## src/hdl/twcs_pkg.sv

```systemverilog
`timescale 1ns / 1ps
`default_nettype none
// ---------------------------------------------------------------------------
// twcs_pkg
// Shared types and constants of the textured wall column span block.
// ---------------------------------------------------------------------------
package twcs_pkg;

   // Screen rows handled at most
   localparam int unsigned MAX_ROWS = 64;

   // Field widths
   localparam int unsigned X_W    = 12;
   localparam int unsigned WH_W   = 16;
   localparam int unsigned FRAC_W = 16;
   localparam int unsigned Y_W    = 6;
   localparam int unsigned TEX_W  = 8;

   // Register file
   localparam int unsigned CSR_IDX_W  = 2;
   localparam int unsigned CSR_DATA_W = 13;
   localparam int unsigned SW_W       = 13;
   localparam int unsigned SH_W       = 7;
   localparam int unsigned TSIZE_W    = 9;

   localparam logic [CSR_IDX_W-1:0] CSR_SCREEN_WIDTH   = 2'd0;
   localparam logic [CSR_IDX_W-1:0] CSR_SCREEN_HEIGHT  = 2'd1;
   localparam logic [CSR_IDX_W-1:0] CSR_TEXTURE_WIDTH  = 2'd2;
   localparam logic [CSR_IDX_W-1:0] CSR_TEXTURE_HEIGHT = 2'd3;

   localparam logic [SW_W-1:0]    RESET_SCREEN_WIDTH   = 13'd64;
   localparam logic [SH_W-1:0]    RESET_SCREEN_HEIGHT  = 7'd64;
   localparam logic [TSIZE_W-1:0] RESET_TEXTURE_WIDTH  = 9'd64;
   localparam logic [TSIZE_W-1:0] RESET_TEXTURE_HEIGHT = 9'd64;

   // Step divider: dividend is texture_height in Q9.16
   localparam int unsigned DIV_BITS  = TSIZE_W + 16;
   localparam int unsigned DIV_CNT_W = $clog2(DIV_BITS);

   typedef enum logic [2:0] {
      ST_IDLE,
      ST_SETUP,
      ST_DIVIDE,
      ST_MULT,
      ST_LOAD,
      ST_EMIT
   } state_type;

   // Controller to datapath
   typedef struct packed {
      logic capture;   // latch the request transfer
      logic setup;     // span, texture column, divider init
      logic div_step;  // one quotient bit
      logic mult;      // start position product
      logic load;      // first row and position
      logic advance;   // next row after a result transfer
   } cmd_type;

   // Datapath to controller
   typedef struct packed {
      logic drop;      // column yields no rows
      logic div_done;  // final quotient bit this cycle
      logic last;      // current row is the final one
   } status_type;

endpackage
`default_nettype wire

```

## src/hdl/twcs_req_if.sv

```systemverilog
`timescale 1ns / 1ps
`default_nettype none
// ---------------------------------------------------------------------------
// twcs_req_if
// Column request channel: valid/ready with the column payload.
// ---------------------------------------------------------------------------
interface twcs_req_if;
   logic                           valid;
   logic                           ready;
   logic [twcs_pkg::X_W-1:0]       column_index;
   logic [twcs_pkg::WH_W-1:0]      proj_height;
   logic [twcs_pkg::FRAC_W-1:0]    wall_fraction;

   modport source (output valid, column_index, proj_height, wall_fraction, input ready);
   modport sink   (input valid, column_index, proj_height, wall_fraction, output ready);
endinterface
`default_nettype wire

```

## src/hdl/twcs_rsp_if.sv

```systemverilog
`timescale 1ns / 1ps
`default_nettype none
// ---------------------------------------------------------------------------
// twcs_rsp_if
// Pixel result channel: valid/ready with the pixel payload.
// ---------------------------------------------------------------------------
interface twcs_rsp_if;
   logic                        valid;
   logic                        ready;
   logic [twcs_pkg::X_W-1:0]    pixel_x;
   logic [twcs_pkg::Y_W-1:0]    pixel_y;
   logic [twcs_pkg::TEX_W-1:0]  texel_u;
   logic [twcs_pkg::TEX_W-1:0]  texel_v;
   logic                        last_row;

   modport source (output valid, pixel_x, pixel_y, texel_u, texel_v, last_row, input ready);
   modport sink   (input valid, pixel_x, pixel_y, texel_u, texel_v, last_row, output ready);
endinterface
`default_nettype wire

```

## src/hdl/twcs_ctrl.sv

```systemverilog
`timescale 1ns / 1ps
`default_nettype none
// ---------------------------------------------------------------------------
// twcs_ctrl
// Sequencer: capture, setup, divide, multiply, load, then emit rows; a dropped column ends after setup.
// ---------------------------------------------------------------------------
module twcs_ctrl (
   input  logic                  clock,
   input  logic                  reset,
   input  logic                  req_valid,
   input  logic                  rsp_ready,
   input  twcs_pkg::status_type  status,
   output logic                  req_ready,
   output logic                  rsp_valid,
   output twcs_pkg::cmd_type     cmd
);

   twcs_pkg::state_type state_ff, state_in;

   // State register
   always_ff @(posedge clock) begin
      if (reset) begin
         state_ff <= twcs_pkg::ST_IDLE;
      end else begin
         state_ff <= state_in;
      end
   end

   // Next state
   always_comb begin
      state_in = state_ff;
      unique case (state_ff)
         twcs_pkg::ST_IDLE: begin
            if (req_valid) state_in = twcs_pkg::ST_SETUP;
         end
         twcs_pkg::ST_SETUP: begin
            if (status.drop) state_in = twcs_pkg::ST_IDLE;
            else state_in = twcs_pkg::ST_DIVIDE;
         end
         twcs_pkg::ST_DIVIDE: begin
            if (status.div_done) state_in = twcs_pkg::ST_MULT;
         end
         twcs_pkg::ST_MULT: begin
            state_in = twcs_pkg::ST_LOAD;
         end
         twcs_pkg::ST_LOAD: begin
            state_in = twcs_pkg::ST_EMIT;
         end
         twcs_pkg::ST_EMIT: begin
            if (rsp_ready && status.last) state_in = twcs_pkg::ST_IDLE;
         end
         default: begin
            state_in = twcs_pkg::ST_IDLE;
         end
      endcase
   end

   // Outputs; hold off requests while in reset
   always_comb begin
      req_ready = 1'b0;
      rsp_valid = 1'b0;
      cmd       = '0;
      unique case (state_ff)
         twcs_pkg::ST_IDLE: begin
            req_ready   = ~reset;
            cmd.capture = req_valid & ~reset;
         end
         twcs_pkg::ST_SETUP: begin
            cmd.setup = 1'b1;
         end
         twcs_pkg::ST_DIVIDE: begin
            cmd.div_step = 1'b1;
         end
         twcs_pkg::ST_MULT: begin
            cmd.mult = 1'b1;
         end
         twcs_pkg::ST_LOAD: begin
            cmd.load = 1'b1;
         end
         twcs_pkg::ST_EMIT: begin
            rsp_valid   = 1'b1;
            cmd.advance = rsp_ready;
         end
         default: begin
            req_ready = 1'b0;
         end
      endcase
   end

endmodule
`default_nettype wire

```

## src/hdl/twcs_datapath.sv

```systemverilog
`timescale 1ns / 1ps
`default_nettype none
// ---------------------------------------------------------------------------
// twcs_datapath
// Registers, span math, bit-serial step divider, position multiplier and
// row accumulator of the wall column.
// ---------------------------------------------------------------------------
module twcs_datapath (
   input  logic                               clock,
   input  logic                               reset,
   input  twcs_pkg::cmd_type                  cmd,
   output twcs_pkg::status_type               status,
   // Register writes
   input  logic                               csr_write_enable,
   input  logic [twcs_pkg::CSR_IDX_W-1:0]     csr_index,
   input  logic [twcs_pkg::CSR_DATA_W-1:0]    csr_write_data,
   // Request payload
   input  logic [twcs_pkg::X_W-1:0]           column_index,
   input  logic [twcs_pkg::WH_W-1:0]          proj_height,
   input  logic [twcs_pkg::FRAC_W-1:0]        wall_fraction,
   // Result payload
   output logic [twcs_pkg::X_W-1:0]           pixel_x,
   output logic [twcs_pkg::Y_W-1:0]           pixel_y,
   output logic [twcs_pkg::TEX_W-1:0]         texel_u,
   output logic [twcs_pkg::TEX_W-1:0]         texel_v,
   output logic                               last_row
);

   localparam int unsigned S_W    = twcs_pkg::WH_W + 2;   // signed span math
   localparam int unsigned Q_W    = twcs_pkg::DIV_BITS;
   localparam int unsigned PROD_W = S_W + Q_W + 1;
   localparam int unsigned POS_W  = 32;
   localparam int unsigned IP_W   = 15;                    // integer part of position

   // Clamp an index to size - 1 and to the texel range; zero size gives zero
   function automatic logic [twcs_pkg::TEX_W-1:0] clamp_index(
      input logic [IP_W-1:0]                   v,
      input logic [twcs_pkg::TSIZE_W-1:0]      size
   );
      logic [IP_W-1:0] top;
      logic [IP_W-1:0] r;
      top = IP_W'(size) - IP_W'(1);
      r   = v;
      if (r > top) r = top;
      if (r > IP_W'(255)) r = IP_W'(255);
      if (size == '0) r = '0;
      return r[twcs_pkg::TEX_W-1:0];
   endfunction

   function automatic logic [twcs_pkg::TSIZE_W+twcs_pkg::FRAC_W-1:0] wall_fraction_mul(
      input logic [twcs_pkg::FRAC_W-1:0]  f,
      input logic [twcs_pkg::TSIZE_W-1:0] w
   );
      return (twcs_pkg::TSIZE_W+twcs_pkg::FRAC_W)'(f) *
             (twcs_pkg::TSIZE_W+twcs_pkg::FRAC_W)'(w);
   endfunction

   function automatic logic [twcs_pkg::SW_W-1:0] SW_W_ext(input logic [twcs_pkg::X_W-1:0] v);
      return twcs_pkg::SW_W'(v);
   endfunction

   // Configuration
   logic [twcs_pkg::SW_W-1:0]    screen_width_ff;
   logic [twcs_pkg::SH_W-1:0]    screen_height_ff;
   logic [twcs_pkg::TSIZE_W-1:0] texture_width_ff;
   logic [twcs_pkg::TSIZE_W-1:0] texture_height_ff;

   // Captured request
   logic [twcs_pkg::X_W-1:0]     x_ff;
   logic [twcs_pkg::WH_W-1:0]    wh_ff;
   logic [twcs_pkg::FRAC_W-1:0]  frac_ff;

   // Span and texture column
   logic [twcs_pkg::Y_W-1:0]     first_ff;
   logic [twcs_pkg::Y_W-1:0]     last_ff;
   logic signed [S_W-1:0]        d_ff;
   logic [twcs_pkg::TEX_W-1:0]   u_ff;

   // Divider
   logic [twcs_pkg::WH_W-1:0]      rem_ff, rem_in;
   logic [Q_W-1:0]                 qn_ff, qn_in;
   logic [twcs_pkg::DIV_CNT_W-1:0] cnt_ff;

   // Position
   logic [PROD_W-1:0]            prod_ff;
   logic [POS_W-1:0]             step_ff;
   logic [POS_W-1:0]             pos_ff;
   logic [twcs_pkg::Y_W-1:0]     y_ff;

   // Status to the sequencer
   logic                         drop_c;
   logic                         div_done_c;
   logic                         row_last;

   assign status = '{drop: drop_c, div_done: div_done_c, last: row_last};

   // Write configuration registers
   always_ff @(posedge clock) begin
      if (reset) begin
         screen_width_ff   <= twcs_pkg::RESET_SCREEN_WIDTH;
         screen_height_ff  <= twcs_pkg::RESET_SCREEN_HEIGHT;
         texture_width_ff  <= twcs_pkg::RESET_TEXTURE_WIDTH;
         texture_height_ff <= twcs_pkg::RESET_TEXTURE_HEIGHT;
      end else if (csr_write_enable) begin
         unique case (csr_index)
            twcs_pkg::CSR_SCREEN_WIDTH:   screen_width_ff   <= csr_write_data;
            twcs_pkg::CSR_SCREEN_HEIGHT:  screen_height_ff  <= csr_write_data[twcs_pkg::SH_W-1:0];
            twcs_pkg::CSR_TEXTURE_WIDTH:  texture_width_ff  <= csr_write_data[twcs_pkg::TSIZE_W-1:0];
            twcs_pkg::CSR_TEXTURE_HEIGHT: texture_height_ff <= csr_write_data[twcs_pkg::TSIZE_W-1:0];
            default: begin
            end
         endcase
      end
   end

   // Span: centre in half pixels, clip to the screen
   logic [twcs_pkg::SH_W-1:0]     sh;
   logic signed [S_W-1:0]         s2;
   logic signed [S_W-1:0]         first_raw;
   logic [twcs_pkg::Y_W-1:0]      first_c;
   logic [S_W-1:0]                half_sum;
   logic [S_W-1:0]                last_raw;
   logic [S_W-1:0]                sh_top;
   logic [twcs_pkg::Y_W-1:0]      last_c;
   logic signed [S_W-1:0]         d_c;
   logic [twcs_pkg::TSIZE_W+twcs_pkg::FRAC_W-1:0] u_prod;
   logic [twcs_pkg::TEX_W-1:0]    u_c;

   always_comb begin
      sh = (screen_height_ff > twcs_pkg::SH_W'(twcs_pkg::MAX_ROWS))
         ? twcs_pkg::SH_W'(twcs_pkg::MAX_ROWS) : screen_height_ff;
      s2        = $signed(S_W'(sh)) - $signed(S_W'(wh_ff));
      first_raw = s2 >>> 1;
      first_c   = first_raw[S_W-1] ? '0 : first_raw[twcs_pkg::Y_W-1:0];
      half_sum  = (S_W'(sh) + S_W'(wh_ff) + S_W'(1)) >> 1;
      last_raw  = half_sum - S_W'(1);
      sh_top    = S_W'(sh) - S_W'(1);
      last_c    = (last_raw > sh_top) ? sh_top[twcs_pkg::Y_W-1:0]
                                      : last_raw[twcs_pkg::Y_W-1:0];
      d_c       = $signed(S_W'({first_c, 1'b0})) - s2;
      u_prod    = wall_fraction_mul(frac_ff, texture_width_ff);
      u_c       = clamp_index(IP_W'(u_prod[twcs_pkg::TSIZE_W+twcs_pkg::FRAC_W-1:16]),
                              texture_width_ff);
      drop_c    = (SW_W_ext(x_ff) >= screen_width_ff) || (wh_ff == '0) ||
                  (sh == '0) || (last_c < first_c);
   end

   // Divider step: restoring, one quotient bit per cycle
   logic [twcs_pkg::WH_W:0] trial;
   logic                    qbit;

   always_comb begin
      trial      = {rem_ff, qn_ff[Q_W-1]};
      qbit       = (trial >= {1'b0, wh_ff});
      rem_in     = qbit ? twcs_pkg::WH_W'(trial - {1'b0, wh_ff}) : trial[twcs_pkg::WH_W-1:0];
      qn_in      = {qn_ff[Q_W-2:0], qbit};
      div_done_c = (cnt_ff == twcs_pkg::DIV_CNT_W'(Q_W - 1));
   end

   // Position product: (2 * first - s2) * step
   logic signed [PROD_W-1:0] prod_full;
   assign prod_full = $signed(PROD_W'(d_ff)) * $signed(PROD_W'({1'b0, qn_ff}));

   always_ff @(posedge clock) begin
      if (reset) begin
         cnt_ff <= '0;
      end else if (cmd.setup) begin
         cnt_ff <= '0;
      end else if (cmd.div_step) begin
         cnt_ff <= cnt_ff + twcs_pkg::DIV_CNT_W'(1);
      end
   end

   // Payload registers
   always_ff @(posedge clock) begin
      // Hold the request transfer
      if (cmd.capture) begin
         x_ff    <= column_index;
         wh_ff   <= proj_height;
         frac_ff <= wall_fraction;
      end
      // Latch span, texture column; load the dividend
      if (cmd.setup) begin
         first_ff <= first_c;
         last_ff  <= last_c;
         d_ff     <= d_c;
         u_ff     <= u_c;
         rem_ff   <= '0;
         qn_ff    <= {texture_height_ff, 16'd0};
      end
      if (cmd.div_step) begin
         rem_ff <= rem_in;
         qn_ff  <= qn_in;
      end
      if (cmd.mult) begin
         prod_ff <= prod_full;
         step_ff <= POS_W'(qn_ff);
      end
      // Floor halve the product for the starting position
      if (cmd.load) begin
         pos_ff <= prod_ff[POS_W:1];
         y_ff   <= first_ff;
      end
      // Advance to the next row
      if (cmd.advance) begin
         pos_ff <= pos_ff + step_ff;
         y_ff   <= y_ff + twcs_pkg::Y_W'(1);
      end
   end

   // Result payload
   always_comb begin
      row_last    = (y_ff == last_ff);
      pixel_x     = x_ff;
      pixel_y     = y_ff;
      texel_u     = u_ff;
      texel_v     = pos_ff[POS_W-1] ? '0
                  : clamp_index(pos_ff[POS_W-2:16], texture_height_ff);
      last_row    = row_last;
   end

endmodule
`default_nettype wire

```

## src/hdl/textured_wall_column_span.sv

```systemverilog
`timescale 1ns / 1ps
`default_nettype none
// ---------------------------------------------------------------------------
// textured_wall_column_span
// One textured wall column of a ray caster: centres and clips a wall span,
// derives the texture column and a Q16.16 texture step, then streams one
// pixel per drawn row.
// ---------------------------------------------------------------------------
//
//   Channel   Direction  Payload
//   req_bus   in         column_index, proj_height, wall_fraction
//   rsp_bus   out        pixel_x, pixel_y, texel_u, texel_v, last_row
//   csr_*     in         write enable, register index, write data
//
// A column passes through setup, the bit-serial step divider, the position
// product and the start load, then emits one row per cycle while rsp_bus is
// ready (up to 64 rows). A dropped column returns to idle after setup.
// Reset is synchronous and restores the configuration registers to 64; no
// clearing pass. A stalled result holds the row; the next request is taken
// after the last row transfer.
// ---------------------------------------------------------------------------
module textured_wall_column_span (
   input  logic                                   clock,
   input  logic                                   reset,
   twcs_req_if.sink                               req_bus,
   twcs_rsp_if.source                             rsp_bus,
   input  logic                                   csr_write_enable,
   input  logic [twcs_pkg::CSR_IDX_W-1:0]         csr_index,
   input  logic [twcs_pkg::CSR_DATA_W-1:0]        csr_write_data
);

   twcs_pkg::cmd_type    cmd;
   twcs_pkg::status_type status;

   // Sequencer
   twcs_ctrl u_ctrl (
      .clock     (clock),
      .reset     (reset),
      .req_valid (req_bus.valid),
      .rsp_ready (rsp_bus.ready),
      .status    (status),
      .req_ready (req_bus.ready),
      .rsp_valid (rsp_bus.valid),
      .cmd       (cmd)
   );

   // Datapath
   twcs_datapath u_datapath (
      .clock            (clock),
      .reset            (reset),
      .cmd              (cmd),
      .status           (status),
      .csr_write_enable (csr_write_enable),
      .csr_index        (csr_index),
      .csr_write_data   (csr_write_data),
      .column_index     (req_bus.column_index),
      .proj_height      (req_bus.proj_height),
      .wall_fraction    (req_bus.wall_fraction),
      .pixel_x          (rsp_bus.pixel_x),
      .pixel_y          (rsp_bus.pixel_y),
      .texel_u          (rsp_bus.texel_u),
      .texel_v          (rsp_bus.texel_v),
      .last_row         (rsp_bus.last_row)
   );

endmodule
`default_nettype wire
```

## src/flat_wrapper.sv

```systemverilog
// flat-port wrapper written by rule: the top's interface ports become plain ports
module textured_wall_column_span_flat 
  (clock, reset, csr_write_enable, csr_index, csr_write_data, req_bus_valid, req_bus_column_index, req_bus_proj_height, req_bus_wall_fraction, req_bus_ready, rsp_bus_valid, rsp_bus_pixel_x, rsp_bus_pixel_y, rsp_bus_texel_u, rsp_bus_texel_v, rsp_bus_last_row, rsp_bus_ready);
  twcs_req_if req_bus_i ();
  twcs_rsp_if rsp_bus_i ();
  input  logic clock;
  input  logic reset;
  input  logic csr_write_enable;
  input  logic [twcs_pkg::CSR_IDX_W-1:0] csr_index;
  input  logic [twcs_pkg::CSR_DATA_W-1:0] csr_write_data;
  input wire logic [$bits(req_bus_i.valid)-1:0] req_bus_valid;
  input wire logic [$bits(req_bus_i.column_index)-1:0] req_bus_column_index;
  input wire logic [$bits(req_bus_i.proj_height)-1:0] req_bus_proj_height;
  input wire logic [$bits(req_bus_i.wall_fraction)-1:0] req_bus_wall_fraction;
  output wire logic [$bits(req_bus_i.ready)-1:0] req_bus_ready;
  output wire logic [$bits(rsp_bus_i.valid)-1:0] rsp_bus_valid;
  output wire logic [$bits(rsp_bus_i.pixel_x)-1:0] rsp_bus_pixel_x;
  output wire logic [$bits(rsp_bus_i.pixel_y)-1:0] rsp_bus_pixel_y;
  output wire logic [$bits(rsp_bus_i.texel_u)-1:0] rsp_bus_texel_u;
  output wire logic [$bits(rsp_bus_i.texel_v)-1:0] rsp_bus_texel_v;
  output wire logic [$bits(rsp_bus_i.last_row)-1:0] rsp_bus_last_row;
  input wire logic [$bits(rsp_bus_i.ready)-1:0] rsp_bus_ready;
  assign req_bus_i.valid = req_bus_valid;
  assign req_bus_i.column_index = req_bus_column_index;
  assign req_bus_i.proj_height = req_bus_proj_height;
  assign req_bus_i.wall_fraction = req_bus_wall_fraction;
  assign req_bus_ready = req_bus_i.ready;
  assign rsp_bus_valid = rsp_bus_i.valid;
  assign rsp_bus_pixel_x = rsp_bus_i.pixel_x;
  assign rsp_bus_pixel_y = rsp_bus_i.pixel_y;
  assign rsp_bus_texel_u = rsp_bus_i.texel_u;
  assign rsp_bus_texel_v = rsp_bus_i.texel_v;
  assign rsp_bus_last_row = rsp_bus_i.last_row;
  assign rsp_bus_i.ready = rsp_bus_ready;
  textured_wall_column_span u_core (.clock(clock), .reset(reset), .req_bus(req_bus_i), .rsp_bus(rsp_bus_i), .csr_write_enable(csr_write_enable), .csr_index(csr_index), .csr_write_data(csr_write_data));
endmodule
```

## config.mk

```make
export PLATFORM = sky130hd
export DESIGN_NAME = textured_wall_column_span_flat
export DESIGN_NICKNAME = d
export VERILOG_FILES = /design/src/hdl/twcs_pkg.sv /design/src/hdl/twcs_req_if.sv /design/src/hdl/twcs_rsp_if.sv /design/src/hdl/twcs_ctrl.sv /design/src/hdl/twcs_datapath.sv /design/src/hdl/textured_wall_column_span.sv /design/src/flat_wrapper.sv
export SDC_FILE = /design/constraint.sdc
export NUM_CORES = 2
export LEC_CHECK = 0
export ABC_AREA = 0
export BUFFER_PORTS_ARGS = -buffer_cell sky130_fd_sc_hd__buf_4
export CAP_MARGIN = 10
export CORE_MARGIN = 8
export CORE_UTILIZATION = 41
export CTS_CLUSTER_DIAMETER = 60
export DETAILED_ROUTE_END_ITERATION = 8
export SKIP_LAST_GASP = 1
export SYNTH_ARGS = -nofsm -noshare
export SYNTH_HDL_FRONTEND = slang
export SYNTH_HIERARCHICAL = 1
export SYNTH_SLANG_ARGS = --single-unit
```

## constraint.sdc

```tcl
create_clock -name clock -period 16.2 [get_ports clock]
set_input_delay 0.81 -clock clock [delete_from_list [all_inputs] [get_ports clock]]
set_output_delay 0.81 -clock clock [all_outputs]
set_load 0.01 [all_outputs]
```

==> run metrics <==
net count reported at finish 4,114; period utilization 0.480; VDD IR max 0.382 mV; Max Cap Viol 0; CP Capture Point u_core/u_datapath/texel_u[5]; main combinational cell family by area after synthesis adder cells; clock skew 0.0342 ns; Comb pwr share 0.713; simple-gate share of the synthesized area 0.164; first-pass GRT wire length 126,000 µm; Skew-Pair Late Insertion Delay 0.58 ns; clk root buf clkbuf_16; DR pass1 iterations 6; syn avg cell area 9.57 µm²; complex-gate fraction of the synthesized area 0.0816; crit path from u_core/u_datapath/texture_width_ff[2]; # rows 102; Cells after Synth 3,326; status finished, final reports clean; final setup vio count 0; RSZ-0062 raised after global routing false; Clock Path Buffers 3; Post-Place Cell Area 0.0336 mm²; mux contribution to synthesized area 0.0198; number of remaining DRC errors 0; leakage power 0.0156 µW; 1st-iter DRT viols 1,175; HP Start req_bus_proj_height[0]; Yosys cell types 89; R2R Path End u_core/u_datapath/texel_u[5]; grt total ovfl 0; worst r2r src u_core/u_datapath/texture_width_ff[2]; HPWL after detailed placement 57,500 µm; clock power share 0.123; hold slack 0.400 ns; slew margin rel. 0.267; commonest non-fill, non-tap cells in the layout inv_1 (558), nand2_1 (458), fa_1 (428); clk slew on worst S/H paths 0.05 ns; Crit Path Max Fanout 21; Worst Setup End Kind flip-flop; DIE WIDTH 295 µm; Worst Max-Slew Pin Slew 1.10 ns; vias 22,700; Data required, critical path 16.65 ns; area of the core 0.0772 mm²; Post-synth top flop edfxtp_1; final non-filler cell area 0.0348 mm²; Seq/Total Area, Yosys 0.235; sequential share of power 0.164; Setup TNS Final 0 ns; synthesized flop and latch total 264; Async SR Flop Fraction 0; drt via density 5.12; pwr/cell area 190 mW/mm²; fill cell count 7,482; Resized Gates After CTS 0; critical path class flip-flop to flip-flop; nets in the synthesized netlist 4,081; Pint 3570 µW; number of global-route vias before repair 23,800; share of layout cells above drive strength 1 0.0764; largest net degree at the start of global routing 58; Die Y 295 µm; Hold Fails Final Rpt 0; Worst EP arrival 8.22 ns; storage element area 0.00747 mm²; Post-CTS Hold Fix Bufs 0; Post-Synth XOR/XNOR Area 0.0440; CTS tree yes; routed len/inst 17.1 µm; Die ar. 0.0868 mm²; Clock Sinks 264; fmax 0.129 GHz; commonest non-fill, non-tap cell in the layout inv_1; TritonCTS Buffers 38; Placer Congestion 0.868; Area Overhead vs Synth 9.41%; Net Sw Frac 0.462; Worst Hold Class input port to flip-flop; Post-CTS Setup Bufs 0; Synth Cell Area 0.0318 mm²; total track usage 0.179; Initial Utilization 0.412; port buffer count 100; Synth Warn # 6; Post-synth EDFFs 218; multi-input logic area 0.0217 mm²; # H-tree levels 2; # IOs 101; CP Launch Type flip-flop; worst reg2reg setup slack 8.42 ns; cells on worst reg2reg path 24; Detail Route Antenna Nets 0; sw power 3060 µW; post-layout util 0.451; WL final 75,800 µm; Final min period 7.78 ns; Tot Pwr 6640 µW; fin. max-slew vios 0; post-synthesis adder-cell area fraction 0.372; initial antenna violation count 2
-- power by group through the flow --
stage | combinational [µW] | sequential [µW] | clock (µW)
floorplan | 3620 | 1070 | 0
global placement | 4710 | 1100 | 0
detailed placement | 4700 | 1100 | 0
CTS | 4770 | 1090 | 842
global route | 5410 | 1100 | 868
finish | 4730 | 1090 | 815
-- state kept, by name, indices dropped and copies added, names as in the netlist, 7 cells and up --
register and cells:
u_core/u_datapath/pixel_x 12, u_core/u_datapath/texture_width_ff 9, u_core/u_datapath/qn_ff 25, u_core/u_datapath/frac_ff 16, u_core/u_datapath/step_ff 25, u_core/u_datapath/d_ff 18, u_core/u_datapath/texel_u 8, u_core/u_datapath/prod_ff 32
u_core/u_datapath/texture_height_ff 9, u_core/u_datapath/rem_ff 16, u_core/u_datapath/screen_height_ff 7, u_core/u_datapath/pos_ff 32, u_core/u_datapath/screen_width_ff 13, u_core/u_datapath/wh_ff 16
-- Yosys cell counts, drive strengths merged, types with 31 or more instances --
| cell type | n | share of area |
|---|---|---|
| a21oi | 132 | 0.021 |
| and2 | 249 | 0.049 |
| clkbuf | 119 | 0.014 |
| dfxtp | 46 | 0.029 |
| edfxtp | 218 | 0.21 |
| fa | 428 | 0.27 |
| ha | 263 | 0.10 |
| inv | 559 | 0.066 |
| mux2 | 31 | 0.011 |
| nand2 | 458 | 0.054 |
| nand2b | 32 | 0.0064 |
| nand3 | 31 | 0.0049 |
| nor2 | 109 | 0.013 |
| nor2b | 38 | 0.0075 |
| nor3 | 52 | 0.0083 |
| o21ai | 70 | 0.011 |
| xnor2 | 119 | 0.033 |
| xor2 | 41 | 0.011 |
-- kinds of logic (layout without fill, tap and decap cells) --
logic type	after synthesis	in the layout
other	0	2
AND/OR/NAND/NOR	1061	1061
adder cells (fa/ha/maj)	691	691
flip-flops	264	264
buffers and inverters	699	761
XOR/XNOR	160	160
multiplexers	59	59
AO/OA/AOI/OAI	392	392
-- per-layer routing --
layer | wire length (µm) | part of all wire | GRT usage
met1 | 34000 | 0.45 | 0.238
met5 | 0 | 0 | 0
met4 | 2180 | 0.029 | 0.0553
met3 | 3450 | 0.046 | 0.0290
met2 | 36100 | 0.48 | 0.300
-- layout make-up --
cell class | instances | share of cell area
multi-input combinational | 2363 | 0.624
sequential | 264 | 0.214
inverter | 560 | 0.0603
tap | 1040 | 0.0374
clock buffer | 47 | 0.0286
timing repair buffer | 132 | 0.0284
clock inverter | 22 | 0.00715
antenna | 2 | 0.000144
-- how the worst min path moves through the flow --
| stage | depth (start not counted) | endpoint | slack, ns |
|---|---|---|---|
| finish | 1 | u_core/u_datapath/wh_ff[0] | 0.40 |
| global route | 1 | u_core/u_datapath/pixel_x[4] | 0.37 |
| CTS | 1 | u_core/u_datapath/frac_ff[1] | 0.37 |
| detailed placement | 2 | u_core/u_datapath/screen_width_ff[8] | 0.45 |
| global placement | 2 | u_core/u_datapath/screen_width_ff[8] | 0.44 |
| floorplan | 0 | u_core/u_datapath/step_ff[10] | 0.42 |
-- per-stage QoR --
| step | std cells | worst slack, ns |
|---|---|---|
| finish | 4430 | 8.42 |
| global placement | 4359 | 8.60 |
| global route | 4430 | 7.91 |
| floorplan | 3326 | 8.90 |
| detailed placement | 4359 | 8.53 |
| CTS | 4428 | 8.48 |
-- critical path, stage by stage (launching register included) --
cell	delay (ns)
dfxtp_1	0.91
nand2_1	0.19
fa_1	0.58
inv_1	0.05
fa_1	0.46
fa_1	0.49
inv_1	0.06
fa_1	0.53
inv_1	0.04
ha_1	0.29
a2111oi_0	0.38
o41a_1	0.24
a2111oi_2	0.08
o21ai_0	0.36
nand3_1	0.18
and2_1	0.22
a211oi_2	0.54
ha_1	0.37
a2111o_1	0.38
a2111oi_0	0.36
nor4_1	0.10
buf_4	0.18
and2_0	0.27
a21oi_1	0.21
o31a_1	0.15
Power figures use the tool's default switching activity.
